**src/sv/i8080alu_pkg.sv**
```systemverilog
// ----------------------------------------------------------------------------
// i8080alu_pkg
// Operation codes and flag layout of the 8080-class accumulator/flag unit.
// ----------------------------------------------------------------------------
package i8080alu_pkg;

   typedef enum logic [4:0] {
      OP_ADD = 5'd0,
      OP_ADC = 5'd1,
      OP_SUB = 5'd2,
      OP_SBB = 5'd3,
      OP_ANA = 5'd4,
      OP_XRA = 5'd5,
      OP_ORA = 5'd6,
      OP_CMP = 5'd7,
      OP_RLC = 5'd8,
      OP_RRC = 5'd9,
      OP_RAL = 5'd10,
      OP_RAR = 5'd11,
      OP_DAA = 5'd12,
      OP_CMA = 5'd13,
      OP_STC = 5'd14,
      OP_CMC = 5'd15,
      OP_LDA = 5'd16,
      OP_LDF = 5'd17
   } op_type;

   // internal flag word
   typedef struct packed {
      logic s;
      logic z;
      logic ac;
      logic p;
      logic c;
   } flags_type;

   localparam logic [3:0] LOW_ADJ  = 4'h6;
   localparam logic [7:0] HIGH_ADJ = 8'h60;

   // flag byte: bit7 s, bit6 z, bit4 ac, bit2 p, bit0 c
   function automatic logic [7:0] flags_to_byte(input flags_type f);
      flags_to_byte = {f.s, f.z, 1'b0, f.ac, 1'b0, f.p, 1'b0, f.c};
   endfunction

   function automatic flags_type byte_to_flags(input logic [7:0] b);
      byte_to_flags = '{s: b[7], z: b[6], ac: b[4], p: b[2], c: b[0]};
   endfunction

   // nibble value above nine
   function automatic logic above_nine(input logic [3:0] n);
      above_nine = n[3] & (n[2] | n[1]);
   endfunction

endpackage

```
**src/sv/i8080_alu_flags.sv**
```systemverilog
// ----------------------------------------------------------------------------
// i8080_alu_flags
// Accumulator and flag unit of an 8080-class CPU.
// ----------------------------------------------------------------------------
// Usage:
//   req channel carries one operation item: tuser holds the operation code,
//   tdata the operand byte (second operand, new accumulator or flag byte).
//   rsp channel returns one item per request: the accumulator and the flag
//   byte after the operation.
//   An accepted item is held in the input register, is evaluated
//   against the stored accumulator and flags and lands in the result
//   register. One item per cycle is sustained while rsp takes each result;
//   the accumulator/flag update is a single add plus flag logic closing
//   on itself in that one stage.
//   When rsp stalls, the held result and the input register stay put and
//   req_tready drops only when both are full.
//   Reset clears the accumulator, all flags and both valid bits.
//   Operation codes 18 to 31 change nothing and report the current state.
// ----------------------------------------------------------------------------
module i8080_alu_flags
   import i8080alu_pkg::*;
(
   input  logic        clock,
   input  logic        reset,
   input  logic        req_tvalid,
   output logic        req_tready,
   input  logic [7:0]  req_tdata,   // [7:0] operand
   input  logic [4:0]  req_tuser,   // [4:0] op
   output logic        rsp_tvalid,
   input  logic        rsp_tready,
   output logic [15:0] rsp_tdata    // [7:0] acc_out, [15:8] flags_out
);

   logic       in_valid_ff;
   op_type     in_op_ff;
   logic [7:0] in_operand_ff;
   logic       rsp_valid_ff;
   logic [15:0] rsp_data_ff;
   logic [7:0] acc_ff;
   flags_type  flag_ff;

   logic       advance;
   logic [7:0] acc_in;
   flags_type  flag_in;

   assign advance    = in_valid_ff & (~rsp_valid_ff | rsp_tready);
   assign req_tready = ~in_valid_ff | advance;
   assign rsp_tvalid = rsp_valid_ff;
   assign rsp_tdata  = rsp_data_ff;

   // evaluation
   logic [7:0] add_b;
   logic       add_cin;
   logic [8:0] add_sum;
   logic [4:0] add_low;
   logic [7:0] logic_res;
   logic [7:0] daa_corr;
   logic [8:0] daa_sum;
   logic [4:0] daa_low;
   logic       daa_cy;

   always_comb begin
      unique case (in_op_ff)
         OP_SUB, OP_CMP: begin
            add_b   = ~in_operand_ff;
            add_cin = 1'b1;
         end
         OP_SBB: begin
            add_b   = ~in_operand_ff;
            add_cin = ~flag_ff.c;
         end
         OP_ADC: begin
            add_b   = in_operand_ff;
            add_cin = flag_ff.c;
         end
         default: begin
            add_b   = in_operand_ff;
            add_cin = 1'b0;
         end
      endcase
      add_sum = {1'b0, acc_ff} + {1'b0, add_b} + {8'd0, add_cin};
      add_low = {1'b0, acc_ff[3:0]} + {1'b0, add_b[3:0]} + {4'd0, add_cin};

      unique case (in_op_ff)
         OP_ANA:  logic_res = acc_ff & in_operand_ff;
         OP_XRA:  logic_res = acc_ff ^ in_operand_ff;
         default: logic_res = acc_ff | in_operand_ff;
      endcase

      // decimal adjust
      daa_corr = 8'd0;
      daa_cy   = flag_ff.c;
      if (flag_ff.ac || above_nine(acc_ff[3:0])) begin
         daa_corr[3:0] = LOW_ADJ;
      end
      if (flag_ff.c || above_nine(acc_ff[7:4]) ||
          (acc_ff[7:4] >= 4'h9 && above_nine(acc_ff[3:0]))) begin
         daa_corr = daa_corr | HIGH_ADJ;
         daa_cy   = 1'b1;
      end
      daa_sum = {1'b0, acc_ff} + {1'b0, daa_corr};
      daa_low = {1'b0, acc_ff[3:0]} + {1'b0, daa_corr[3:0]};

      acc_in  = acc_ff;
      flag_in = flag_ff;
      unique case (in_op_ff)
         OP_ADD, OP_ADC: begin
            acc_in     = add_sum[7:0];
            flag_in.c  = add_sum[8];
            flag_in.ac = add_low[4];
         end
         OP_SUB, OP_SBB, OP_CMP: begin
            if (in_op_ff != OP_CMP) begin
               acc_in = add_sum[7:0];
            end
            flag_in.c  = ~add_sum[8];
            flag_in.ac = add_low[4];
         end
         OP_ANA: begin
            acc_in     = logic_res;
            flag_in.c  = 1'b0;
            flag_in.ac = acc_ff[3] | in_operand_ff[3];
         end
         OP_XRA, OP_ORA: begin
            acc_in     = logic_res;
            flag_in.c  = 1'b0;
            flag_in.ac = 1'b0;
         end
         OP_RLC: begin
            acc_in    = {acc_ff[6:0], acc_ff[7]};
            flag_in.c = acc_ff[7];
         end
         OP_RRC: begin
            acc_in    = {acc_ff[0], acc_ff[7:1]};
            flag_in.c = acc_ff[0];
         end
         OP_RAL: begin
            acc_in    = {acc_ff[6:0], flag_ff.c};
            flag_in.c = acc_ff[7];
         end
         OP_RAR: begin
            acc_in    = {flag_ff.c, acc_ff[7:1]};
            flag_in.c = acc_ff[0];
         end
         OP_DAA: begin
            acc_in     = daa_sum[7:0];
            flag_in.c  = daa_cy;
            flag_in.ac = daa_low[4];
         end
         OP_CMA: acc_in = ~acc_ff;
         OP_STC: flag_in.c = 1'b1;
         OP_CMC: flag_in.c = ~flag_ff.c;
         OP_LDA: acc_in = in_operand_ff;
         OP_LDF: flag_in = byte_to_flags(in_operand_ff);
         default: ;
      endcase

      // sign, zero and parity follow the arithmetic, logic and decimal adjust result
      unique case (in_op_ff)
         OP_ADD, OP_ADC, OP_SUB, OP_SBB, OP_CMP: begin
            flag_in.s = add_sum[7];
            flag_in.z = (add_sum[7:0] == 8'd0);
            flag_in.p = ~^add_sum[7:0];
         end
         OP_ANA, OP_XRA, OP_ORA, OP_DAA: begin
            flag_in.s = acc_in[7];
            flag_in.z = (acc_in == 8'd0);
            flag_in.p = ~^acc_in;
         end
         default: ;
      endcase
   end

   always_ff @(posedge clock) begin
      if (reset) begin
         in_valid_ff  <= 1'b0;
         rsp_valid_ff <= 1'b0;
         acc_ff       <= 8'd0;
         flag_ff      <= '0;
      end else begin
         if (req_tvalid && req_tready) begin
            in_valid_ff <= 1'b1;
         end else if (advance) begin
            in_valid_ff <= 1'b0;
         end
         if (advance) begin
            rsp_valid_ff <= 1'b1;
            acc_ff       <= acc_in;
            flag_ff      <= flag_in;
         end else if (rsp_tready) begin
            rsp_valid_ff <= 1'b0;
         end
      end
   end

   always_ff @(posedge clock) begin
      if (req_tvalid && req_tready) begin
         in_op_ff      <= op_type'(req_tuser);
         in_operand_ff <= req_tdata;
      end
      if (advance) begin
         rsp_data_ff <= {flags_to_byte(flag_in), acc_in};
      end
   end

   // assertions
   a_rsp_matches_state: assert property (@(posedge clock) disable iff (reset)
      rsp_valid_ff |-> (rsp_data_ff == {flags_to_byte(flag_ff), acc_ff}))
      else $error("result register out of step with accumulator state");

   a_cmp_keeps_acc: assert property (@(posedge clock) disable iff (reset)
      (advance && in_op_ff == OP_CMP) |=> (acc_ff == $past(acc_ff)))
      else $error("compare changed the accumulator");

   a_held_item_kept: assert property (@(posedge clock) disable iff (reset)
      (in_valid_ff && !advance) |=> in_valid_ff)
      else $error("stalled item dropped from input register");

   a_state_only_on_advance: assert property (@(posedge clock) disable iff (reset)
      !advance |=> ($stable(acc_ff) && $stable(flag_ff)))
      else $error("state changed without an item advancing");

endmodule
```
**config.mk**
```make
export PLATFORM = sky130hd
export DESIGN_NAME = i8080_alu_flags
export DESIGN_NICKNAME = d
export VERILOG_FILES = /design/src/sv/i8080alu_pkg.sv /design/src/sv/i8080_alu_flags.sv
export SDC_FILE = /design/constraint.sdc
export NUM_CORES = 1
export LEC_CHECK = 0
export BUFFER_PORTS_ARGS = -buffer_cell sky130_fd_sc_hd__buf_2
export CAP_MARGIN = 20
export CORE_ASPECT_RATIO = 1.1
export CORE_MARGIN = 2
export CORE_UTILIZATION = 50
export CTS_CLUSTER_SIZE = 20
export DETAILED_ROUTE_END_ITERATION = 10
export PLACE_DENSITY = 0.69
export SLEW_MARGIN = 20
export SYNTH_ARGS = -nofsm -noshare
export SYNTH_HDL_FRONTEND = slang
export SYNTH_SLANG_ARGS = --single-unit
export TNS_END_PERCENT = 30
```
**constraint.sdc**
```tcl
create_clock -name clock -period 6.4 [get_ports clock]
set_input_delay 0.64 -clock clock [delete_from_list [all_inputs] [get_ports clock]]
set_output_delay 0.64 -clock clock [all_outputs]
set_load 0.005 [all_outputs]
```
==> results of run 1 <==
[metal layers]
metal / track usage [%] / share of wire [%] / vias to the layer above
met3: 4.371 / 6.6 / 33
met4: 12.50 / 4.2 / 0
met5: 0 / 0 / -
li1: - / - / 1592
met2: 42.05 / 46 / 150
met1: 33.70 / 43 / 1503
[final timing paths]
check / from / endpoint / slack (ns) / cells past startpoint
worst min register to register: in_valid_ff$_SDFFE_PP0P_ / rsp_tvalid$_SDFFE_PP0P_ / 0.52 / 2
worst min-delay path: req_tdata[3] / in_operand_ff[3]$_DFFE_PP_ / 0.49 / 1
worst max-delay path: in_op_ff[4]$_DFFE_PP_ / rsp_tdata[10]$_DFFE_PP_ / 1.11 / 18
worst max register to register: in_op_ff[4]$_DFFE_PP_ / rsp_tdata[10]$_DFFE_PP_ / 1.11 / 18
[sequential cells by signal, summed over array words and instances, names as in the netlist]
signal / flops
rsp_tdata: 13
acc_ff: 8
in_operand_ff: 8
flag_ff: 5
in_op_ff: 5
in_valid_ff: 1
rsp_tvalid: 1
[critical path, cell delays in order, from the launching register on]
cell and delay (ns):
edfxtp_1 0.68, nor2_1 0.30, a21boi_0 0.34, nand2_1 0.38, xnor2_1 0.32, fa_1 0.23
inv_1 0.06, fa_1 0.40, a21oi_1 0.25, nor2b_1 0.07, nor2_1 0.18, xor2_1 0.23
nor2_1 0.06, nor3_1 0.39, ha_1 0.32, xor2_1 0.15, xnor2_1 0.23, xnor3_1 0.37
o21bai_1 0.15
[layout make-up]
cell class	instances	area share (%)
tap	87	2.720
inverter	36	3.376
sequential	41	27.01
timing repair buffer	38	5.189
multi-input combinational	333	58.36
clock buffer	5	1.719
clock inverter	3	1.626
[cell usage in the layout (no fill, tap or decap), types with 4 or more instances in the layout]
cell / n
a211oi_1: 11
a21o_1: 6
a21oi_1: 25
and3_1: 6
buf_2: 31
buf_4: 7
clkbuf_8: 5
dfxtp_1: 15
edfxtp_1: 26
ha_1: 34
inv_1: 35
mux2i_1: 11
nand2_1: 37
nand2b_1: 10
nand3_1: 8
nor2_1: 48
nor2b_1: 8
nor3_1: 7
o21ai_0: 23
o22ai_1: 4
xnor2_1: 14
xor2_1: 5
[power by group through the flow]
stage | logic, mW | clock network (mW) | registers [mW]
6_report | 0.272 | 0.259 | 0.327
3_3_place_gp | 0.260 | 0 | 0.332
5_1_grt | 0.304 | 0.267 | 0.330
2_1_floorplan | 0.211 | 0 | 0.321
3_5_place_dp | 0.267 | 0 | 0.333
4_1_cts | 0.268 | 0.261 | 0.327
[kinds of logic after synthesis]
group / after synthesis / share of synthesized area, %
other: 1 / 0.1005
AOI/OAI and AO/OA: 117 / 22.58
DFF: 41 / 28.98
buffers and inverters: 66 / 8.588
muxes: 11 / 2.952
adders and majority gates: 37 / 13.02
xor gates and xnor gates: 20 / 5.065
and+or+nand+nor: 145 / 18.72
[through the flow]
stage,setup slack [ns],cells
after floorplan,1.980,440
after global placement,1.559,535
after detailed placement,1.234,535
after CTS,1.193,543
after global routing,0.5398,543
final,1.109,543
==> flow_summary.yaml, run 1 <==
cells_and_area:
  nNetsFinal: 509
  syn_to_final_growth_pct: 7.313
  postLayoutCoreUtil_pct: 54.46
  fillers: 682
  multi_input_area_mm2: 0.002336
  regArea_mm2: 0.001081
  finalInstanceArea_mm2: 0.004003
  diodes: 0
  drive_gt1_share_pct: 12.94
pwr:
  p_switching_uw: 281.6
  leakagePower_nw: 1.699
  swShare_pct: 32.83
  total_power_uw: 857.5
  intPower_uw: 576.0
  comb_power_share_pct: 31.7
  pwr-share-clk_pct: 30.2
  p_seq_share_pct: 38.2
  vdd_ir_drop_max_mv: 0.09630
  p_per_area_mw_per_mm2: 214.2
drt:
  routed_wl_um: 10250
  vias: 3278
  wl_per_cell_um: 18.88
  drt_iter0_markers: 460
  via_per_inst: 6.037
  drc: 0
  dr.pass1.iters: 5
  ant_nets: 0
timing:
  fin_tns_setup_ns: 0
  setup_viol_count_final: 0
  rsz0062_at_grt: "no"
  fmax_ghz: 0.1890
  finalCritPeriodShare_pct: 82.67
  relSlewSlack_pct: 41.17
  holdWs_ns: 0.4949
  period_minus_slack_ns: 5.291
  worst_pin_slew_ns: 0.8770
  clock_skew_ns: 0.01312
  hold_violations: 0
  drv_slew: 0
clock_network:
  path_clk_slew_ns: 0.10
  clock_sinks: 41
  cts_tree: "yes"
  clkLatencyLatePin_ns: 0.31
  cts_buffers: 5
  htreeDepth: 2
  cts_setup_buffers: 0
  cts_hold_buf: 0
  cts-root-buf: "clkbuf_8"
  cts_resized: 0
  cts_buffer_depth: 2
worst_setup_path:
  cp_data_required_time_ns: 6.55
  cp-end-kind: "flip-flop"
  critPathLaunchType: "flip-flop"
  path_max_fanout: 23
  cp.arrival_ns: 5.44
  critPathKind: "reg2reg"
global_route:
  antenna_found_initial: 0
  grt_max_degree: 41
  grt_pass1_wl_um: 16280
  grt_overflow: 0
  grt_pass1_vias: 3095
  grt_usage_pct: 26.02
synthesis:
  synth_cell_types: 68
  yosysTopAreaCellShare_pct: 20.93
  yosys_register_bits: 41
  synth-edff-count: 26
  synthTopCellsByArea: "edfxtp_1, ha_1, dfxtp_1, nor2_1, nand2_1"
  yosys.cell_count.top_type: "nor2_1"
  yosys.area.top_type: "edfxtp_1"
  synthesis.instances: 438
  synth_ff_type: "edfxtp_1"
  ys_top_cells_by_count: "nor2_1, nand2_1, inv_1"
  yosysSeqAreaShare_pct: 28.98
  async_flop_share_pct: 0
  ys_warn_count: 0
  syn_area_per_cell_um2: 8.516
  synthesis.area_mm2: 0.003730
place:
  gp_congestion: 0.9754
  dpl_cell_area_mm2: 0.003869
  portBuffers: 31
  dp_hpwl_um: 7568
floorplanning:
  die_x_um: 86.35
  pin_count: 35
  start_util_pct: 50.75
  core_mm2: 0.007350
  die_area_mm2: 0.008167
  fp-row-count: 33
  die_height_um: 94.59
job:
  cap_violations: 0
outcome:
  status: "finished, final reports clean"
worst_hold_path:
  min_path_type: "in2reg"
(Power assumes the default switching activity.)
==> inputs of run 2 (changes only) <==
- clock period: 6.4 -> 5.1 ns (I/O delays scaled with it)
==> flow_summary.yaml, run 2 (synthesized netlist as in run 1, its figures left out) <==
worst_setup_path:
  r2r_slack_ns: 0.58
  path_max_fanout: 7
  critPathLaunchType: "flip-flop"
  cp_top_family: "adder cells"
  cp_slowest_stage_delay_ns: 0.49
  critPathKind: "reg2reg"
  path_cells: "inv_1 > nor3_1 > buf_4 > nand2_1 > o31ai_1 > a32oi_1 > fa_1 > inv_1 > fa_1 > a21oi_1 > nor2b_1 > nor2_1 > xor2_1 > nor2_1 > nor3_1 > ha_1 > xor2_1 > xnor2_1 > xnor3_1 > o21bai_1"
  path_buf_inv: 3
  critPathSlowestCell: "edfxtp_1"
  cp-end-kind: "flip-flop"
  cp.arrival_ns: 4.70
  cp_data_required_time_ns: 5.27
place:
  dp_slack_ns: 0.6355
  dp_cells: 538
  portBuffers: 31
  gp_congestion: 0.9335
  dp_hpwl_um: 7667
clock_network:
  clock_sinks: 41
  cts_resized: 0
  cts_hold_buf: 0
  htreeDepth: 2
  cts_tree: "yes"
  cts_buffers: 5
  cts_buffer_depth: 2
  cts-root-buf: "clkbuf_8"
  clkLatencyLatePin_ns: 0.31
  cts_setup_buffers: 0
  path_clk_slew_ns: 0.10
floorplanning:
  fp-row-count: 33
  core_mm2: 0.007350
  die_height_um: 94.59
  die_area_mm2: 0.008167
  start_util_pct: 50.75
  pin_count: 35
  die_x_um: 86.35
global_route:
  grt_pass1_vias: 3136
  grt_overflow: 0
  grt_max_degree: 40
  grt_pass1_wl_um: 16420
  grt_usage_pct: 26.22
  antenna_found_initial: 0
timing:
  drv_slew: 0
  finalCritPeriodShare_pct: 88.73
  setup_ws_ns: 0.5750
  fmax_ghz: 0.2210
  clock_skew_ns: 0.01186
  relSlewSlack_pct: 31.96
  fin_tns_setup_ns: 0
  hold_violations: 0
  period_minus_slack_ns: 4.525
  worst_pin_slew_ns: 1.018
  setup_viol_count_final: 0
  rsz0062_at_grt: "no"
drt:
  via_per_inst: 6.106
  vias: 3334
  dr_wl_met2_um: 4940
  wl_per_cell_um: 18.71
  drc: 0
  dr.pass1.iters: 5
  drt_iter0_markers: 303
  top_layer: "met4"
  wl_met3_um: 728
  wl_met1_um: 4356
  ant_nets: 0
  routed_wl_um: 10220
pwr:
  p_per_area_mw_per_mm2: 246.5
  total_power_uw: 980.5
  leakagePower_nw: 1.689
  vdd_ir_drop_max_mv: 0.09370
cells_and_area:
  final_common_cell: "nor2_1"
  nNetsFinal: 512
  final_cells: 546
  largest_register_ff_count: 13
  syn_to_final_growth_pct: 6.642
  drive_gt1_share_pct: 13.51
  fillers: 725
  diodes: 0
  layout_common_cells: "nor2_1, nand2_1, inv_1"
worst_hold_path:
  min_path_type: "in2reg"
outcome:
  status: "finished, final reports clean"
job:
  cap_violations: 0
-- run 2: changes by cell type in the layout (fill, tap and decap cells not counted), sizes merged --
cell / previous run / this run
buf: 38 / 41
bufinv: 2 / 0
clkinv: 2 / 3
clkinvlp: 0 / 1
-- run 2: stage by stage --
| stage | utilization [%] | hold slack [ns] | cell area, um^2 |
|---|---|---|---|
| final | 54.12 | 0.3670 | 3978 |
| after global routing | 54.12 | 0.3616 | 3978 |
| after CTS | 54.12 | 0.3655 | 3978 |
| after detailed placement | 52.95 | 0.5140 | 3891 |
| after global placement | 52.95 | 0.5085 | 3891 |
| after floorplan | - | 0.4868 | 3737 |
-- run 2: final timing paths --
kind | start | to | depth (start not counted)
setup reg to reg | in_op_ff[2]$_DFFE_PP_ | rsp_tdata[10]$_DFFE_PP_ | 20
hold reg to reg | in_valid_ff$_SDFFE_PP0P_ | rsp_tvalid$_SDFFE_PP0P_ | 2
hold / removal | req_tdata[4] | in_operand_ff[4]$_DFFE_PP_ | 1
setup / recovery | in_op_ff[2]$_DFFE_PP_ | rsp_tdata[10]$_DFFE_PP_ | 20
-- run 2: worst register-to-register path, delay by kind of cell (launching register included) --
| family | cells | cell delay [ns] |
|---|---|---|
| adders and majority gates | 3 | 0.98 |
| AOI/OAI and AO/OA | 4 | 0.65 |
| buffers and inverters | 3 | 0.43 |
| xor gates and xnor gates | 4 | 0.95 |
| DFF | 1 | 0.49 |
| and+or+nand+nor | 6 | 0.91 |
-- run 2: cell type report --
type / count / area (um^2) / area share, %
tap: 87 / 108.9 / 2.737
inverter: 36 / 135.1 / 3.397
clock buffer: 5 / 68.82 / 1.730
sequential: 41 / 1081 / 27.18
clock inverter: 3 / 17.52 / 0.4404
timing repair buffer: 41 / 230.2 / 5.788
multi-input combinational: 333 / 2336 / 58.73
-- run 2: where the power goes --
group / internal (mW) / switching [mW]
sequential: 0.380 / 0.0261
clock: 0.0948 / 0.131
combinational: 0.150 / 0.199
-- run 2: layer usage --
layer	track usage, %	vias to the layer above
met5	0	-
met4	6.901	0
met3	4.283	17
met2	44.10	147
met1	34.95	1572
li1	-	1598
